$ cat config.mk
export PLATFORM = sky130hd
export DESIGN_NAME = idst_ctrl
export DESIGN_NICKNAME = d
export VERILOG_FILES = /design/src/rtl/idst_pkg.sv /design/src/rtl/idst_ctrl.sv
export SDC_FILE = /design/constraint.sdc
export NUM_CORES = 1
export LEC_CHECK = 0
export BUFFER_PORTS_ARGS = -buffer_cell sky130_fd_sc_hd__buf_4
export CAP_MARGIN = 20
export CORE_UTILIZATION = 48
export DETAILED_ROUTE_END_ITERATION = 16
export HOLD_SLACK_MARGIN = 0.06
export PLACE_DENSITY_LB_ADDON = 0.2
export REMOVE_ABC_BUFFERS = 1
export SLEW_MARGIN = 5
export SYNTH_ARGS = -nofsm -noshare
export SYNTH_HDL_FRONTEND = slang
export SYNTH_SLANG_ARGS = --single-unit
$ cat constraint.sdc
create_clock -name clk -period 2.4 [get_ports clk]
set_clock_uncertainty 0.05 [all_clocks]
set_input_delay 0.48 -clock clk [delete_from_list [all_inputs] [get_ports clk]]
set_output_delay 0.48 -clock clk [all_outputs]
set_load 0.01 [all_outputs]
$ cat src/rtl/idst_pkg.sv
`timescale 1ns / 1ps
// ----------------------------------------------------------------------------
// Identifier table package
// Shared constants, codes, control structures and character tests.
// ----------------------------------------------------------------------------
package idst_pkg;

    localparam int MAX_WORDS_DEF = 512;
    localparam int MAX_LEN_DEF   = 64;

    localparam int CHAR_W   = 8;
    localparam int IDX_W    = 9;
    localparam int COUNT_W  = 10;
    localparam int STATUS_W = 3;

    localparam logic [CHAR_W-1:0] UNDERSCORE = 8'h5F;

    typedef enum logic [1:0] {
        CMD_TEXT  = 2'd0,
        CMD_END   = 2'd1,
        CMD_READ  = 2'd2,
        CMD_CLEAR = 2'd3
    } cmd_t;

    localparam logic [STATUS_W-1:0] ST_NONE      = 3'd0;
    localparam logic [STATUS_W-1:0] ST_ADDED     = 3'd1;
    localparam logic [STATUS_W-1:0] ST_IGNORED   = 3'd2;
    localparam logic [STATUS_W-1:0] ST_FULL      = 3'd3;
    localparam logic [STATUS_W-1:0] ST_BAD_INDEX = 3'd4;

    typedef enum logic [1:0] {
        RSEL_IDX,
        RSEL_SCAN,
        RSEL_SHIFT
    } rank_rsel_t;

    typedef struct packed {
        logic                ld_in;
        logic                tok_append;
        logic                tok_clear;
        logic                tbl_clear;
        logic                cnt_inc;
        logic                i_clr;
        logic                i_inc;
        logic                j_clr;
        logic                j_inc;
        logic                k_load;
        logic                k_dec;
        logic                rank_re;
        rank_rsel_t          rank_rsel;
        logic                rank_we;
        logic                rank_w_new;
        logic                slot_ld;
        logic                len_re;
        logic                wlen_ld;
        logic                len_we;
        logic                tok_re;
        logic                word_re;
        logic                word_we;
        logic                res_set;
        logic [STATUS_W-1:0] res_status;
        logic                res_trunc;
        logic                out_load;
        logic                out_from_word;
    } dp_cmd_t;

    typedef struct packed {
        cmd_t cmd;
        logic is_ident;
        logic tok_empty;
        logic tok_digits;
        logic idx_bad;
        logic i_at_count;
        logic j_at_tok;
        logic j_at_end;
        logic len_eq;
        logic len_lt;
        logic char_eq;
        logic char_lt;
        logic full;
        logic k_at_i;
        logic rd_last;
        logic out_free;
    } dp_stat_t;

    function automatic logic is_digit(input logic [CHAR_W-1:0] c);
        return (c >= 8'h30) && (c <= 8'h39);
    endfunction

    function automatic logic is_ident(input logic [CHAR_W-1:0] c);
        return (c == UNDERSCORE) || is_digit(c) ||
               ((c >= 8'h41) && (c <= 8'h5A)) ||
               ((c >= 8'h61) && (c <= 8'h7A));
    endfunction

endpackage

$ cat src/rtl/idst_ctrl.sv
`timescale 1ns / 1ps
// ----------------------------------------------------------------------------
// Identifier table controller
// Sequences token append, table search, insertion, read-out and clearing.
// ----------------------------------------------------------------------------
module idst_ctrl (
    input  logic               clk,
    input  logic               rst_n,
    input  logic               item_valid,
    output logic               item_ready,
    input  idst_pkg::dp_stat_t st,
    output idst_pkg::dp_cmd_t  ctl
);
    import idst_pkg::*;

    typedef enum logic [4:0] {
        S_IDLE, S_DECODE,
        S_SCAN_RANK, S_SCAN_SLOT, S_SCAN_LEN, S_SCAN_RD, S_SCAN_CMP,
        S_DECIDE, S_COPY_RD, S_COPY_WR, S_LEN_WR, S_SHIFT_RD, S_SHIFT_WR,
        S_RD_SLOT, S_RD_LEN, S_RD_CHAR, S_RD_OUT, S_EMIT
    } state_t;

    state_t state_reg, state_next;
    logic   dup_reg, dup_next;
    logic   finish;

    assign item_ready = (state_reg == S_IDLE);
    assign finish     = (st.cmd == CMD_END) || ((st.cmd == CMD_TEXT) && !st.is_ident);

    always_comb
    begin
        ctl        = '0;
        state_next = state_reg;
        dup_next   = dup_reg;
        unique case (state_reg)
            S_IDLE:
            begin
                if (item_valid)
                begin
                    ctl.ld_in  = 1'b1;
                    state_next = S_DECODE;
                end
            end
            S_DECODE:
            begin
                priority if ((st.cmd == CMD_TEXT) && st.is_ident)
                begin
                    ctl.tok_append = 1'b1;
                    ctl.res_set    = 1'b1;
                    ctl.res_status = ST_NONE;
                    state_next     = S_EMIT;
                end
                else if (finish)
                begin
                    if (st.tok_empty)
                    begin
                        ctl.res_set    = 1'b1;
                        ctl.res_status = ST_NONE;
                        ctl.res_trunc  = 1'b1;
                        ctl.tok_clear  = 1'b1;
                        state_next     = S_EMIT;
                    end
                    else
                    begin
                        ctl.i_clr  = 1'b1;
                        dup_next   = 1'b0;
                        state_next = S_SCAN_RANK;
                    end
                end
                else if (st.cmd == CMD_READ)
                begin
                    if (st.idx_bad)
                    begin
                        ctl.res_set    = 1'b1;
                        ctl.res_status = ST_BAD_INDEX;
                        state_next     = S_EMIT;
                    end
                    else
                    begin
                        ctl.rank_re   = 1'b1;
                        ctl.rank_rsel = RSEL_IDX;
                        state_next    = S_RD_SLOT;
                    end
                end
                else
                begin
                    ctl.tbl_clear  = 1'b1;
                    ctl.tok_clear  = 1'b1;
                    ctl.res_set    = 1'b1;
                    ctl.res_status = ST_NONE;
                    state_next     = S_EMIT;
                end
            end
            S_SCAN_RANK:
            begin
                if (st.i_at_count)
                begin
                    state_next = S_DECIDE;
                end
                else
                begin
                    ctl.rank_re   = 1'b1;
                    ctl.rank_rsel = RSEL_SCAN;
                    state_next    = S_SCAN_SLOT;
                end
            end
            S_SCAN_SLOT:
            begin
                ctl.slot_ld = 1'b1;
                ctl.len_re  = 1'b1;
                ctl.j_clr   = 1'b1;
                state_next  = S_SCAN_LEN;
            end
            S_SCAN_LEN:
            begin
                ctl.wlen_ld = 1'b1;
                state_next  = S_SCAN_RD;
            end
            S_SCAN_RD:
            begin
                priority if (st.j_at_end && st.len_eq)
                begin
                    dup_next   = 1'b1;
                    state_next = S_DECIDE;
                end
                else if (st.j_at_end && st.len_lt)
                begin
                    state_next = S_DECIDE;
                end
                else if (st.j_at_end)
                begin
                    ctl.i_inc  = 1'b1;
                    state_next = S_SCAN_RANK;
                end
                else
                begin
                    ctl.tok_re  = 1'b1;
                    ctl.word_re = 1'b1;
                    state_next  = S_SCAN_CMP;
                end
            end
            S_SCAN_CMP:
            begin
                priority if (st.char_eq)
                begin
                    ctl.j_inc  = 1'b1;
                    state_next = S_SCAN_RD;
                end
                else if (st.char_lt)
                begin
                    state_next = S_DECIDE;
                end
                else
                begin
                    ctl.i_inc  = 1'b1;
                    state_next = S_SCAN_RANK;
                end
            end
            S_DECIDE:
            begin
                priority if (st.tok_digits || dup_reg)
                begin
                    ctl.res_set    = 1'b1;
                    ctl.res_status = ST_IGNORED;
                    ctl.res_trunc  = 1'b1;
                    ctl.tok_clear  = 1'b1;
                    state_next     = S_EMIT;
                end
                else if (st.full)
                begin
                    ctl.res_set    = 1'b1;
                    ctl.res_status = ST_FULL;
                    ctl.res_trunc  = 1'b1;
                    ctl.tok_clear  = 1'b1;
                    state_next     = S_EMIT;
                end
                else
                begin
                    ctl.j_clr  = 1'b1;
                    state_next = S_COPY_RD;
                end
            end
            S_COPY_RD:
            begin
                if (st.j_at_tok)
                begin
                    state_next = S_LEN_WR;
                end
                else
                begin
                    ctl.tok_re = 1'b1;
                    state_next = S_COPY_WR;
                end
            end
            S_COPY_WR:
            begin
                ctl.word_we = 1'b1;
                ctl.j_inc   = 1'b1;
                state_next  = S_COPY_RD;
            end
            S_LEN_WR:
            begin
                ctl.len_we = 1'b1;
                ctl.k_load = 1'b1;
                state_next = S_SHIFT_RD;
            end
            S_SHIFT_RD:
            begin
                if (st.k_at_i)
                begin
                    ctl.rank_we    = 1'b1;
                    ctl.rank_w_new = 1'b1;
                    ctl.cnt_inc    = 1'b1;
                    ctl.res_set    = 1'b1;
                    ctl.res_status = ST_ADDED;
                    ctl.res_trunc  = 1'b1;
                    ctl.tok_clear  = 1'b1;
                    state_next     = S_EMIT;
                end
                else
                begin
                    ctl.rank_re   = 1'b1;
                    ctl.rank_rsel = RSEL_SHIFT;
                    state_next    = S_SHIFT_WR;
                end
            end
            S_SHIFT_WR:
            begin
                ctl.rank_we = 1'b1;
                ctl.k_dec   = 1'b1;
                state_next  = S_SHIFT_RD;
            end
            S_RD_SLOT:
            begin
                ctl.slot_ld = 1'b1;
                ctl.len_re  = 1'b1;
                ctl.j_clr   = 1'b1;
                state_next  = S_RD_LEN;
            end
            S_RD_LEN:
            begin
                ctl.wlen_ld = 1'b1;
                state_next  = S_RD_CHAR;
            end
            S_RD_CHAR:
            begin
                ctl.word_re = 1'b1;
                state_next  = S_RD_OUT;
            end
            S_RD_OUT:
            begin
                if (st.out_free)
                begin
                    ctl.out_load      = 1'b1;
                    ctl.out_from_word = 1'b1;
                    if (st.rd_last)
                    begin
                        state_next = S_IDLE;
                    end
                    else
                    begin
                        ctl.j_inc  = 1'b1;
                        state_next = S_RD_CHAR;
                    end
                end
            end
            S_EMIT:
            begin
                if (st.out_free)
                begin
                    ctl.out_load = 1'b1;
                    state_next   = S_IDLE;
                end
            end
            default:
            begin
                state_next = S_IDLE;
            end
        endcase
    end

    always_ff @(posedge clk or negedge rst_n)
    begin
        if (!rst_n)
        begin
            state_reg <= S_IDLE;
            dup_reg   <= 1'b0;
        end
        else
        begin
            state_reg <= state_next;
            dup_reg   <= dup_next;
        end
    end

    a_load_free: assert property (@(posedge clk) disable iff (!rst_n)
        ctl.out_load |-> st.out_free)
        else $error("Result register loaded while still occupied.");

    a_ready_idle: assert property (@(posedge clk) disable iff (!rst_n)
        (item_valid && item_ready) |=> (state_reg == S_DECODE))
        else $error("Accepted transfer not decoded.");

    a_dup_stops: assert property (@(posedge clk) disable iff (!rst_n)
        (state_reg == S_DECIDE && dup_reg) |=> (state_reg == S_EMIT))
        else $error("Duplicate token was not dropped.");

endmodule

==> flow_summary.toml <==
[power_and_ir_drop]
p_per_area_mw_per_mm2 = 896
p_leak_nw = 0.666
pwr-share-seq_pct = 22.4
internal_power_uw = 627
power.clock.fraction_pct = 7.1
vdd_drop_max_mv = 0.563
p_comb_share_pct = 70.5
p_switching_uw = 659
swShare_pct = 51.3

[clocking]
cts_tree = "yes"
cts_root_buffer = "clkbuf_4"
cts.sinks = 6
path_clk_slew_ns = 0.05
worstSkewPairLatency_ns = 0.24
h-tree-depth = 1
cts_buffer_depth = 2
cts_inserted_buffers = 3

[routing]
detail_route.iter0.violations = 85
drt-total-wl_mm = 3.35
viasPerCell = 6.16
wire_per_inst_um = 15.6
drc = 0
postRouteAntennaNets = 0
first_pass_iters = 4
vias = 1324

[floorplanning]
initial_utilization_pct = 52.8
chipHeight_um = 46.3
die_x_um = 46.3
fp.dieArea_mm2 = 0.00214
ios = 51
core-area_mm2 = 0.00178
rows = 15

[global_routing]
gr-total-overflow = 0
antenna_found_initial = 0
grt_start_max_net_pins = 21
grt_pass1_vias = 1080
grtUsageTotal_pct = 31.7
grt_pass1_wl_mm = 5.00

[yosys]
ys_seq_elements = 6
synth_cell_types = 40
mappedNetlistArea_um2 = 941
ys_warn_count = 0
postSynthCellCount = 137
ys_seq_area_share_pct = 16.0
syn-mean-instance-area_um2 = 6.87

[final_layout]
largest_register_ffs = 5
finish.utilization_pct = 80.5
nets = 212
drive_gt1_share_pct = 42.6
num_antenna_cells = 0
syn2layout_area_growth_pct = 52.5

[worst_setup_path]
reg2reg_slack_ns = 0.51
cp.required_ns = 1.87
cp-endpoint = "ctl[6]"
reg2reg_depth = 5
crit_fanout = 9
reg2reg_from = "state_reg[2]$_DFFE_PN0P_"
arrival_ns = 1.84
endpoint_kind = "output pin"
worstSetupPathType = "reg2out"
startpoint_type = "flip-flop"
crit_start = "state_reg[2]$_DFFE_PN0P_"
rr_endpoint = "state_reg[2]$_DFFE_PN0P_"

[timing]
slew_violations = 0
relSlewSlack_pct = 68.7
worst_pin_slew_ns = 0.466
min_period_ns = 2.37
finalHoldViolCount = 0
setup_viol = 0
min_period_over_period_pct = 98.9
max_freq_mhz = 421
postLayoutSetupSlackWorst_ns = 0.0252

[min_path]
hold_path.class = "in2reg"

[outcome]
status = "finished clean"

[placed_design]
dp_hpwl_mm = 2.52
globalplace.congestion = 0.930
dp_slack_ns = 0.182
portBuffers = 50

[run]
cap_violations = 0
## how the worst min path moves through the flow
stage	startpoint	end	depth (start not counted)
floorplan	rst_n	dup_reg$_DFFE_PN0P_	0
CTS	st[7]	dup_reg$_DFFE_PN0P_	3
global route	st[7]	dup_reg$_DFFE_PN0P_	3
detailed placement	rst_n	state_reg[1]$_DFFE_PN0P_	1
finish	st[7]	dup_reg$_DFFE_PN0P_	3
global placement	rst_n	dup_reg$_DFFE_PN0P_	1
## cell families after synthesis
kind of cell,after synthesis,share of synthesized area (%)
buffers and inverters,18,9.18
flip-flops,6,16.0
AO/OA/AOI/OAI,36,26.1
AND/OR/NAND/NOR,75,46.9
XOR/XNOR,2,1.86
## worst max-delay path, stage by stage, from the launching register on
cell and delay (ns):
dfrtp_2 0.47, nand2b_4 0.20, nor4_4 0.46, nand2_1 0.15, o21ai_0 0.19, buf_4 0.15
## synthesized netlist by cell type
library cell,n,share of area [%]
nor2_1,18,7.2
nand2_1,12,4.8
nor3_1,10,5.3
a21oi_1,8,4.3
buf_2,6,3.2
dfrtp_1,6,16
inv_1,6,2.4
o21ai_0,6,3.2
nand2b_1,5,3.3
nand3b_1,5,4.0
a31oi_1,4,2.7
and3_1,4,2.7
buf_4,3,2.4
clkbuf_1,3,1.2
nor4_1,3,2.0
o211ai_1,3,2.4
a21o_1,2,1.6
a32oi_1,2,1.9
a41oi_1,2,1.9
nand3_1,2,1.1
nand4_1,2,1.3
nor2b_1,2,1.3
nor3b_1,2,1.6
nor4_2,2,2.7
o22ai_1,2,1.3
or2_2,2,1.3
xor2_1,2,1.9
a211oi_1,1,0.80
a31o_2,1,0.93
a41oi_2,1,1.7
and4_1,1,0.93
and4b_1,1,1.1
nor3_2,1,1.1
nor4b_2,1,1.6
nor4b_4,1,2.5
o21a_1,1,0.80
o2bb2ai_1,1,0.93
o31ai_1,1,0.80
o32ai_1,1,0.93
or3_4,1,1.2
## through the flow
| step | hold slack (ns) | area [um2] | TNS (ns) | power [mW] | std cells |
|---|---|---|---|---|---|
| finish | 0.513 | 1440 | 0 | 1.29 | 215 |
| global route | 0.508 | 1440 | -0.0148 | 1.38 | 215 |
| CTS | 0.493 | 1400 | 0 | 1.21 | 214 |
| detailed placement | 0.241 | 1360 | 0 | 1.09 | 210 |
| global placement | 0.238 | 1360 | 0 | 1.07 | 210 |
| floorplan | 0.134 | 877 | 0 | 0.721 | 125 |
## per-layer routing
metal  up-vias  track usage [%]  part of all wire [%]
met4         0             8.24                   1.9
met2        93             51.3                    49
met5         -                0                     0
met3         6             5.10                   9.7
met1       610             43.3                    39
li1        615                -                     -
## layout make-up
class,instances,area [um2]
multi-input combinational,113,734
timing repair buffer,62,468
fill,124,348
sequential,6,156
tap,25,31.3
clock buffer,3,22.5
inverter,6,22.5
## repair_timing
item	CTS	global route
hold buffers	1	0
endpoints found under the hold margin	6	0
endpoints found under the setup margin	4	11
buffers inserted	0	1
pin swaps	0	1
resized for setup	2	8
## placed cells by master, fill, tap and decap left out, types with 2 or more instances in the layout
| master | n |
|---|---|
| a21o_1 | 2 |
| nand3_1 | 2 |
| nand4_1 | 2 |
| clkbuf_4 | 3 |
| nor3_1 | 10 |
| dfrtp_2 | 5 |
| a41oi_1 | 2 |
| nor4_1 | 3 |
| a32oi_1 | 2 |
| nor2_1 | 18 |
| nand2_1 | 12 |
| a21oi_1 | 8 |
| o22ai_1 | 2 |
| or2_2 | 2 |
| inv_1 | 6 |
| xor2_1 | 2 |
| nand2b_1 | 4 |
| nor4b_4 | 2 |
| nand3b_1 | 5 |
| buf_4 | 61 |
| nor2b_1 | 2 |
| o21ai_0 | 6 |
| nor3b_1 | 2 |
| and3_1 | 4 |
| a31oi_1 | 4 |
| o211ai_1 | 3 |
## power by group through the flow
| stage | Combinational, mW | Clock [mW] | Sequential [mW] |
|---|---|---|---|
| 2_1_floorplan | 0.453 | 0 | 0.268 |
| 3_3_place_gp | 0.814 | 0 | 0.255 |
| 3_5_place_dp | 0.835 | 0 | 0.258 |
| 4_1_cts | 0.848 | 0.0923 | 0.265 |
| 5_1_grt | 0.976 | 0.104 | 0.297 |
| 6_report | 0.907 | 0.0912 | 0.288 |
Note: power is estimated with default switching activity, not from simulation.
